--- src/hdl/bhtwa_pkg.sv ---
package bhtwa_pkg;

  typedef enum logic [1:0] {
    CMD_PROBE      = 2'd0,
    CMD_STORE      = 2'd1,
    CMD_NEW_SEARCH = 2'd2,
    CMD_CLEAR      = 2'd3
  } cmd_e;

  typedef enum logic [1:0] {
    BOUND_NONE  = 2'd0,
    BOUND_UPPER = 2'd1,
    BOUND_LOWER = 2'd2,
    BOUND_EXACT = 2'd3
  } bound_e;

  localparam int unsigned KEY_W      = 64;
  localparam int unsigned MOVE_IN_W  = 16;
  localparam int unsigned SCORE_IN_W = 32;
  localparam int unsigned SCORE_W    = 16;
  localparam int unsigned DEPTH_IN_W = 16;
  localparam int unsigned DEPTH_W    = 8;
  localparam int unsigned GEN_W      = 6;
  localparam int unsigned BOUND_W    = 2;
  localparam int unsigned WAYS       = 4;
  localparam int unsigned WAY_W      = 2;
  localparam int unsigned WORTH_W    = 10;

  localparam logic [GEN_W-1:0]   GEN_MAX   = 6'd63;
  localparam logic [DEPTH_W-1:0] DEPTH_MAX = 8'd255;

  // Control from the sequencer to the datapath.
  typedef struct packed {
    logic in_load;
    logic rd_en;
    logic rd_from_in;
    logic finish;
    logic sweep_en;
  } dp_ctl_t;

  // Status from the datapath to the sequencer.
  typedef struct packed {
    logic idx_direct;
    logic mod_done;
    logic sweep_last;
    logic need_clear;
  } dp_sts_t;

endpackage

--- src/hdl/bhtwa_ctrl.sv ---
module bhtwa_ctrl (
  input  logic               clk_i,
  input  logic               rst_ni,
  input  logic               in_valid_i,
  output logic               in_ready_o,
  output logic               out_valid_o,
  input  logic               out_ready_i,
  output bhtwa_pkg::dp_ctl_t ctl_o,
  input  bhtwa_pkg::dp_sts_t sts_i
);

  localparam logic [1:0] S_SWEEP = 2'd0;
  localparam logic [1:0] S_IDLE  = 2'd1;
  localparam logic [1:0] S_INDEX = 2'd2;
  localparam logic [1:0] S_EVAL  = 2'd3;

  logic [1:0]         state_q;
  logic [1:0]         state_d;
  logic               out_valid_q;
  logic               out_valid_d;
  logic               out_free;
  logic               accept;
  bhtwa_pkg::dp_ctl_t ctl;

  assign accept   = in_valid_i && (state_q == S_IDLE);
  assign out_free = !out_valid_q || out_ready_i;

  always_comb begin
    ctl     = '0;
    state_d = state_q;
    case (state_q)
      S_SWEEP: begin
        ctl.sweep_en = 1'b1;
        if (sts_i.sweep_last) begin
          state_d = S_IDLE;
        end
      end
      S_IDLE: begin
        if (accept) begin
          ctl.in_load = 1'b1;
          if (sts_i.idx_direct) begin
            ctl.rd_en      = 1'b1;
            ctl.rd_from_in = 1'b1;
            state_d        = S_EVAL;
          end else begin
            state_d = S_INDEX;
          end
        end
      end
      S_INDEX: begin
        if (sts_i.mod_done) begin
          ctl.rd_en = 1'b1;
          state_d   = S_EVAL;
        end
      end
      S_EVAL: begin
        if (out_free) begin
          ctl.finish = 1'b1;
          state_d    = sts_i.need_clear ? S_SWEEP : S_IDLE;
        end
      end
      default: begin
        state_d = S_SWEEP;
      end
    endcase
    out_valid_d = ctl.finish | (out_valid_q & ~out_ready_i);
  end

  always_ff @(posedge clk_i or negedge rst_ni) begin
    if (!rst_ni) begin
      state_q     <= S_SWEEP;
      out_valid_q <= 1'b0;
    end else begin
      state_q     <= state_d;
      out_valid_q <= out_valid_d;
    end
  end

  assign in_ready_o  = (state_q == S_IDLE);
  assign out_valid_o = out_valid_q;
  assign ctl_o       = ctl;

  a_accept_leaves_idle: assert property (@(posedge clk_i) disable iff (!rst_ni)
    in_valid_i && in_ready_o |=> state_q != S_IDLE)
    else $error("Accepted transaction did not occupy the controller.");

  a_sweep_runs_out: assert property (@(posedge clk_i) disable iff (!rst_ni)
    (state_q == S_SWEEP) && !sts_i.sweep_last |=> state_q == S_SWEEP)
    else $error("Clearing pass ended before the last cluster.");

  a_eval_waits: assert property (@(posedge clk_i) disable iff (!rst_ni)
    (state_q == S_EVAL) && !out_free |=> (state_q == S_EVAL) && out_valid_q)
    else $error("Result finished while the output register was still full.");

endmodule

--- config.mk ---
export PLATFORM = sky130hd
export DESIGN_NAME = bhtwa_ctrl
export DESIGN_NICKNAME = d
export VERILOG_FILES = /design/src/hdl/bhtwa_pkg.sv /design/src/hdl/bhtwa_ctrl.sv
export SDC_FILE = /design/constraint.sdc
export NUM_CORES = 1
export LEC_CHECK = 0
export ABC_AREA = 1
export BUFFER_PORTS_ARGS = -buffer_cell sky130_fd_sc_hd__buf_2
export CORE_AREA = 3 3 40 42
export DETAILED_ROUTE_END_ITERATION = 6
export DIE_AREA = 0 0 43 45
export PLACE_DENSITY = 0.48
export SKIP_CTS_REPAIR_TIMING = 1
export SLEW_MARGIN = 25
export SYNTH_ARGS = -nofsm -noshare
export SYNTH_HDL_FRONTEND = slang
export SYNTH_SLANG_ARGS = --single-unit
--- constraint.sdc ---
create_clock -name clk_i -period 2.65 [get_ports clk_i]
set_input_delay 0.265 -clock clk_i [delete_from_list [all_inputs] [get_ports clk_i]]
set_output_delay 0.265 -clock clk_i [all_outputs]
set_load 0.02 [all_outputs]
==> flow_summary.toml, run 1 <==
[synthesis]
synth_seq_area_share_pct = 24.1
postSynthAreaPerCell_um2 = 7.42
synth_seq_cells = 3
yosysWarningCount = 0
syn_nets = 55
netlist_area_um2 = 312
syn_inst = 42
synth_area_leaders = "dfrtp_1 (24%), ha_1 (20%), nand2_1 (14%)"
yosysTopAreaCell = "dfrtp_1"
synth_top_area_share_pct = 24.1
ys_types = 12

[drt]
first_pass_iters = 2
viasPerCell = 3.70
vias = 281
drc = 0
wl_per_cell_um = 7.71
drtAntennaViolNets = 0
routed_wl_um = 586
drt_iter0_markers = 4

[global_route]
antenna_found_initial = 0
grt_pass1_wl_mm = 1.09
grt_overflow_total = 0
grt_max_degree = 5
grt_pass1_vias = 294
grt.total_usage_pct = 7.41

[timing]
period_share_pct = 64.0
drv_slew = 0
tightest_slew_ns = 0.145
hold_violations = 0
max_freq_mhz = 590
relSlewSlack_pct = 90.3
rsz0062_at_grt = "false"
finalSetupViolations = 0
fin_worst_skew_ns = 0.00131
fin_ws_ns = 0.954
tns_ns = 0
period_minus_slack_ns = 1.70

[worst_setup_path]
path_buf_inv = 3
start_kind = "flop"
cp_max_fo = 4
path_cells = "inv_1, ha_1, nand2_1, inv_1, nand2_1, a21boi_2, buf_2"
worstPathArrival_ns = 1.43
critPathMaxStageDelay_ns = 0.39
endpoint_kind = "primary output"
cp.required_ns = 2.38
path_delay_family = "flip-flops"
path_class = "flop to primary output"
crit_slowest_cell = "dfrtp_1"

[cells_and_area]
seqCellArea_um2 = 75.1
design_area_um2 = 437
multi_input_area_um2 = 199
diodes = 0
fillCellCount = 156
final_nets = 75
fin_util_pct = 34.0
area_growth_pct = 40.2
drive_above_1_share_pct = 37.7

[flow_run]
cap_violations = 0

[cts]
clk_pin_slew_ns = 0.04
htree_num_levels = 1
clock_sinks = 3
cts_buffers = 3
cts_tree = "done"
cts_root_buffer = "clkbuf_4"
cts.path.max_buffers = 2
clock_latency_ns = 0.23

[power_and_ir_drop]
swShare_pct = 48.6
seqPwrFrac_pct = 18.0
clockPowerShare_pct = 15.8
power.total_mw = 0.502
p_int_mw = 0.258
combPwrFrac_pct = 66.2
ir_drop_mv = 0.294
p_leak_nw = 0.287
p_per_area_nw_per_um2 = 1150
p_sw_mw = 0.244

[die]
core_um2 = 1280
die_area_um2 = 1940
start_util_pct = 24.2
num_rows = 13
die_h_um = 45
io_pins = 15
die_x_um = 43

[outcome]
outcome = "finished clean"

[placed_design]
dp_hpwl_um = 487
gp_congestion = 0.642
post-place-ws_ns = 1.19
port-buffer-count = 14
place_area_um2 = 400

[min_path]
hold_path_class = "input port to flop"
[registers in the layout, indices dropped and copies added, names as in the netlist]
name	cells
out_valid_o	1
state_q	2
[Yosys cell counts (all sizes together)]
cell	number
a21boi	1
a21oi	1
dfrtp	3
ha	5
inv	10
nand2	16
nand3	2
nor2	2
o21bai	2
[kinds of logic after synthesis]
logic type | synth area share [%]
compound gates | 10.0
fa+ha+maj | 20.1
flops | 24.1
simple gates | 33.7
buf+inv | 12.0
[layer usage]
layer | vias up | GRT usage [%] | wire length (µm)
met2 | 4 | 12.9 | 304
met4 | 0 | 5.42 | 0
met1 | 116 | 8.19 | 258
met3 | 0 | 1.20 | 23
li1 | 161 | - | -
met5 | - | 0 | 0
[cell usage in the layout (no fill, tap or decap)]
cell | Yosys | final
nand2_4 | 2 | 2
clkbuf_4 | 0 | 3
clkbuf_1 | 0 | 1
a21boi_2 | 1 | 1
nand2_2 | 2 | 2
nor2_4 | 1 | 1
a21oi_1 | 1 | 1
buf_2 | 0 | 14
nor2_1 | 1 | 1
nand2_1 | 12 | 12
dfrtp_1 | 3 | 3
o21bai_1 | 2 | 2
nand3_1 | 2 | 2
dlygate4sd3_1 | 0 | 1
ha_1 | 5 | 5
inv_1 | 10 | 10
[cell type report]
type	instances	share of cell area, %
Tap cell	15	4.30
Clock buffer	4	6.02
Sequential cell	3	17.2
Multi-Input combinational cell	29	45.6
Inverter	10	8.60
Timing Repair Buffer	15	18.3
[power by group through the flow]
stage,clock [mW],sequential [mW],combinational [mW]
floorplan,0,0.0967,0.249
global placement,0,0.0918,0.338
detailed placement,0,0.0908,0.333
CTS,0.0806,0.0902,0.336
global route,0.0895,0.0947,0.376
finish,0.0792,0.0902,0.332
[per-stage QoR]
stage / instances / hold WS [ns]
after floorplan: 42 / -0.0306
after global placement: 71 / 0.0604
after detailed placement: 71 / 0.0618
after CTS: 75 / -0.180
after global routing: 76 / 0.334
final: 76 / 0.299
[final timing paths]
kind / to / cells after the start / slack, ns / startpoint
hold reg to reg: out_valid_o$_DFF_PN0_ / 2 / 0.52 / out_valid_o$_DFF_PN0_
hold / removal: out_valid_o$_DFF_PN0_ / 4 / 0.30 / out_ready_i
setup reg to reg: state_q[1]$_DFFE_PN0P_ / 6 / 1.46 / state_q[0]$_DFFE_PN0P_
max in group asynchronous: out_valid_o$_DFF_PN0_ / 2 / 2.19 / rst_ni
min in group asynchronous: state_q[0]$_DFFE_PN0P_ / 2 / 0.36 / rst_ni
setup / recovery: ctl_o[3] / 7 / 0.95 / state_q[1]$_DFFE_PN0P_
[worst reg2reg max path, delay by kind of cell, from the launching register on]
kind            cells  cell delay (ns)
buf+inv             1             0.10
flops               1             0.37
compound gates      1             0.13
fa+ha+maj           1             0.24
simple gates        3             0.23
Note: power is estimated with default switching activity, not from simulation.
==> inputs of run 2 (changes only) <==
--- a/config.mk
+++ b/config.mk
@@ -10,7 +10,7 @@
 export CORE_AREA = 3 3 40 42
 export DETAILED_ROUTE_END_ITERATION = 6
 export DIE_AREA = 0 0 43 45
-export PLACE_DENSITY = 0.48
+export PLACE_DENSITY = 0.5
 export SKIP_CTS_REPAIR_TIMING = 1
 export SLEW_MARGIN = 25
 export SYNTH_ARGS = -nofsm -noshare
==> constraint.sdc (replaced) <==
create_clock -name clk_i -period 1.4 [get_ports clk_i]
set_input_delay 0.14 -clock clk_i [delete_from_list [all_inputs] [get_ports clk_i]]
set_output_delay 0.14 -clock clk_i [all_outputs]
set_load 0.02 [all_outputs]
==> flow_summary.toml, run 2 (synthesis gave the netlist of run 1 again) <==
[die]
die_area_um2 = 1940
die_h_um = 45
start_util_pct = 24.2
die_x_um = 43
io_pins = 15
core_um2 = 1280
num_rows = 13

[drt]
vias = 309
first_pass_iters = 2
wl_per_cell_um = 8.13
drc = 0
drt_iter0_markers = 2
viasPerCell = 3.86
drtAntennaViolNets = 0
routed_wl_um = 650

[timing]
rsz0062_at_grt = "true"
hold_violations = 0
max_freq_mhz = 684
tightest_slew_ns = 0.141
fin_ws_ns = -0.0629
drv_slew = 0
finalSetupViolations = 1
hold-worst-slack_ns = 0.177
relSlewSlack_pct = 90.6
period_minus_slack_ns = 1.46
fin_worst_skew_ns = 0.000742
period_share_pct = 104

[cells_and_area]
seqCellArea_um2 = 75.1
regMostFlops = "state_q"
largest_register_ff_count = 2
drive_above_1_share_pct = 49.2
final-instance-count-excl-fill = 80
layout_commonest_cell = "buf_2"
most-common-layout-cells = "buf_2 (12), nand2_1 (10), inv_1 (8), buf_4 (5), ha_1 (4)"
final_nets = 79
design_area_um2 = 505
area_growth_pct = 62.2
diodes = 0
multi_input_area_um2 = 229
fillCellCount = 136

[worst_setup_path]
start_kind = "flop"
path_class = "flop to primary output"
endpoint_kind = "primary output"
worstPathArrival_ns = 1.32
cp.required_ns = 1.26
cp_max_fo = 4

[power_and_ir_drop]
combPwrFrac_pct = 71.8
p_int_mw = 0.613
power.total_mw = 1.13
p_per_area_nw_per_um2 = 2240
swShare_pct = 45.9
clockPowerShare_pct = 12.9
seqPwrFrac_pct = 15.3
p_sw_mw = 0.519
p_leak_nw = 0.318
ir_drop_mv = 0.707

[cts]
htree_num_levels = 1
cts_buffers = 3
cts.path.max_buffers = 2
clk_pin_slew_ns = 0.03
cts_tree = "done"
cts_root_buffer = "clkbuf_4"
clock_sinks = 3
clock_latency_ns = 0.23

[outcome]
outcome = "complete, but fails checks"
violations = "negative setup slack"

[global_route]
grt_max_degree = 5
grt_pass1_wl_mm = 1.11
grt_pass1_vias = 298
grt_overflow_total = 0
grt.total_usage_pct = 7.83
antenna_found_initial = 0

[placed_design]
dp.cells = 71
place_area_um2 = 420
dp_hpwl_um = 552
port-buffer-count = 14
gp_congestion = 0.644
post-place-ws_ns = 0.0618

[min_path]
hold_path_class = "input port to flop"

[flow_run]
cap_violations = 0
run 2: cell count changes in the layout (fill, tap and decap cells not counted):
| cell | previous run | this run |
|---|---|---|
| a21boi_2 | 1 | 0 |
| a21boi_4 | 0 | 1 |
| buf_2 | 14 | 12 |
| buf_4 | 0 | 5 |
| buf_6 | 0 | 1 |
| ha_1 | 5 | 4 |
| ha_4 | 0 | 1 |
| inv_1 | 10 | 8 |
| inv_2 | 0 | 2 |
| nand2_1 | 12 | 10 |
| nand2_2 | 2 | 3 |
| nand2_4 | 2 | 3 |
run 2: power groups by stage:
stage | Combinational [mW] | Clock, mW | Sequential (mW)
after floorplan | 0.520 | 0 | 0.191
after detailed placement | 0.691 | 0 | 0.181
after CTS | 0.698 | 0.152 | 0.179
after global placement | 0.691 | 0 | 0.179
final | 0.813 | 0.146 | 0.174
after global routing | 0.888 | 0.160 | 0.180
run 2: layer usage:
| layer | share of wire, % | global-route usage [%] | up-vias |
|---|---|---|---|
| met1 | 42 | 7.73 | 136 |
| met2 | 54 | 13.8 | 4 |
| met4 | 0 | 5.42 | 0 |
| li1 | - | - | 169 |
| met5 | 0 | 0 | - |
| met3 | 4.0 | 2.79 | 0 |
run 2: per-stage QoR:
| stage | TNS (ns) | util (%) |
|---|---|---|
| final | -0.0629 | 39.3 |
| after global routing | -0.257 | 39.3 |
| after CTS | -0.293 | 34.8 |
| after detailed placement | 0 | 32.7 |
| after global placement | 0 | 32.7 |
| after floorplan | 0 | - |
run 2: layout make-up:
cell class                 count  share of cell area [%]
tap                           15                    3.71
inverter                      10                    7.43
multi-input combinational     29                    45.3
sequential                     3                    14.9
clock buffer                   4                    5.20
timing repair buffer          19                    23.5
run 2: final timing paths:
path / startpoint / endpoint / slack (ns) / cells past startpoint
setup / recovery: state_q[1]$_DFFE_PN0P_ / ctl_o[3] / -0.06 / 7
hold / removal: out_ready_i / out_valid_o$_DFF_PN0_ / 0.18 / 4
setup reg to reg: state_q[0]$_DFFE_PN0P_ / state_q[1]$_DFFE_PN0P_ / 0.12 / 7
hold reg to reg: out_valid_o$_DFF_PN0_ / out_valid_o$_DFF_PN0_ / 0.52 / 2
max in group asynchronous: rst_ni / state_q[0]$_DFFE_PN0P_ / 1.06 / 2
min in group asynchronous: rst_ni / out_valid_o$_DFF_PN0_ / 0.24 / 2
run 2: critical path, cell delays in order, from the launching register on:
cell and delay [ns]:
dfrtp_1 0.40, inv_2 0.11, ha_4 0.15, nand2_2 0.04
inv_2 0.06, nand2_4 0.06, a21boi_4 0.14, buf_6 0.13
==> inputs of run 3 (changes only) <==
--- a/config.mk
+++ b/config.mk
@@ -11,6 +11,7 @@
 export DETAILED_ROUTE_END_ITERATION = 6
 export DIE_AREA = 0 0 43 45
 export PLACE_DENSITY = 0.5
+export SETUP_SLACK_MARGIN = 0.5
 export SKIP_CTS_REPAIR_TIMING = 1
 export SLEW_MARGIN = 25
 export SYNTH_ARGS = -nofsm -noshare
==> flow_summary.toml, run 3 (synthesis gave the netlist of run 1 again) <==
[cells_and_area]
design_area_um2 = 596
regMostFlops = "state_q"
final-instance-count-excl-fill = 82
area_growth_pct = 91.2
drive_above_1_share_pct = 65.7
most-common-layout-cells = "nand2_1 (9), buf_2 (7), buf_6 (7), buf_4 (6)"
final_nets = 81
diodes = 0
layout_commonest_cell = "nand2_1"
largest_register_ff_count = 2

[placed_design]
place_area_um2 = 447
dp.cells = 71
gp_congestion = 0.680
port-buffer-count = 14
dp_hpwl_um = 587
post-place-ws_ns = 0.0962

[cts]
cts_root_buffer = "clkbuf_4"
htree_num_levels = 1
cts_tree = "done"
clock_sinks = 3
clk_pin_slew_ns = 0.03
clock_latency_ns = 0.22
cts_buffers = 3
cts.path.max_buffers = 2

[global_route]
grt.total_usage_pct = 8.09
grt_max_degree = 5
grt_pass1_vias = 280
antenna_found_initial = 0
grt_pass1_wl_mm = 1.14
grt_overflow_total = 0

[die]
die_area_um2 = 1940
start_util_pct = 24.2
io_pins = 15
core_um2 = 1280
num_rows = 13
die_x_um = 43
die_h_um = 45

[timing]
fin_ws_ns = -0.0410
max_freq_mhz = 694
fin_worst_skew_ns = 0.00212
relSlewSlack_pct = 90.1
hold_violations = 0
rsz0062_at_grt = "true"
finalSetupViolations = 1
period_minus_slack_ns = 1.44
period_share_pct = 103
drv_slew = 0
tightest_slew_ns = 0.149

[power_and_ir_drop]
p_per_area_nw_per_um2 = 2270
p_leak_nw = 0.340
power.total_mw = 1.35
ir_drop_mv = 0.878

[worst_setup_path]
start_kind = "flop"
r2r_slack_ns = 0.05
path_class = "flop to primary output"
crit_slowest_cell = "dfrtp_1"
path_buf_inv = 3
path_delay_family = "flip-flops"
crit_top_cell = "nand2_4"
critPathMaxStageDelay_ns = 0.38
worstPathArrival_ns = 1.30
path_cells = "inv_2, ha_4, nand2_4, inv_4, nand2_4, a21boi_4, buf_6"
endpoint_kind = "primary output"
cp_max_fo = 4
cp.required_ns = 1.26

[drt]
drc = 0
vias = 313
wl_per_cell_um = 9.88
routed_wl_um = 810
drt_iter0_markers = 2
first_pass_iters = 2
viasPerCell = 3.82
drtAntennaViolNets = 0

[outcome]
outcome = "complete, but fails checks"
violations = "negative setup slack"

[min_path]
hold_path_class = "input port to flop"

[flow_run]
cap_violations = 0
run 3: cell type report:
| type | count | area (µm²) |
|---|---|---|
| fill | 131 | 689 |
| multi-input combinational | 29 | 265 |
| timing repair buffer | 21 | 169 |
| sequential | 3 | 76.3 |
| inverter | 10 | 40.0 |
| clock buffer | 4 | 26.3 |
| tap | 15 | 18.8 |
run 3: through the flow:
step / setup TNS, ns / hold WS, ns / util [%]
2_1_floorplan: 0 / -0.156 / -
3_3_place_gp: 0 / -0.0631 / 34.8
3_5_place_dp: 0 / -0.0637 / 34.8
4_1_cts: -0.180 / -0.308 / 36.8
5_1_grt: -0.211 / 0.240 / 46.3
6_report: -0.0410 / 0.214 / 46.3
run 3: routing by layer:
layer  part of all wire [%]  vias to the layer above  GRT usage [%]
met5                      0                        -              0
met4                      0                        0           9.04
met3                   0.99                        0          0.398
met2                     60                        1           12.6
met1                     38                      137           9.44
li1                       -                      175              -
run 3: where the power goes:
part / switching, mW / leakage (nW) / internal, mW
sequential: 0.0479 / 0.0351 / 0.137
combinational: 0.510 / 0.290 / 0.511
clock: 0.0376 / 0.0150 / 0.106
total: 0.595 / 0.340 / 0.754
run 3: worst register-to-register path, stage by stage (launching register included):
cell	delay, ns
dfrtp_1	0.39
buf_6	0.13
ha_4	0.16
buf_4	0.14
buf_6	0.11
nand2_4	0.06
nand2_4	0.06
o21bai_1	0.11
nand2_1	0.07
run 3: worst paths after layout:
path	startpoint	end	depth (start not counted)
worst max register to register	state_q[0]$_DFFE_PN0P_	state_q[1]$_DFFE_PN0P_	8
min in group asynchronous	rst_ni	state_q[0]$_DFFE_PN0P_	2
max in group asynchronous	rst_ni	out_valid_o$_DFF_PN0_	2
worst max-delay path	state_q[1]$_DFFE_PN0P_	ctl_o[3]	7
worst min-delay path	out_ready_i	out_valid_o$_DFF_PN0_	4
worst min register to register	out_valid_o$_DFF_PN0_	out_valid_o$_DFF_PN0_	2
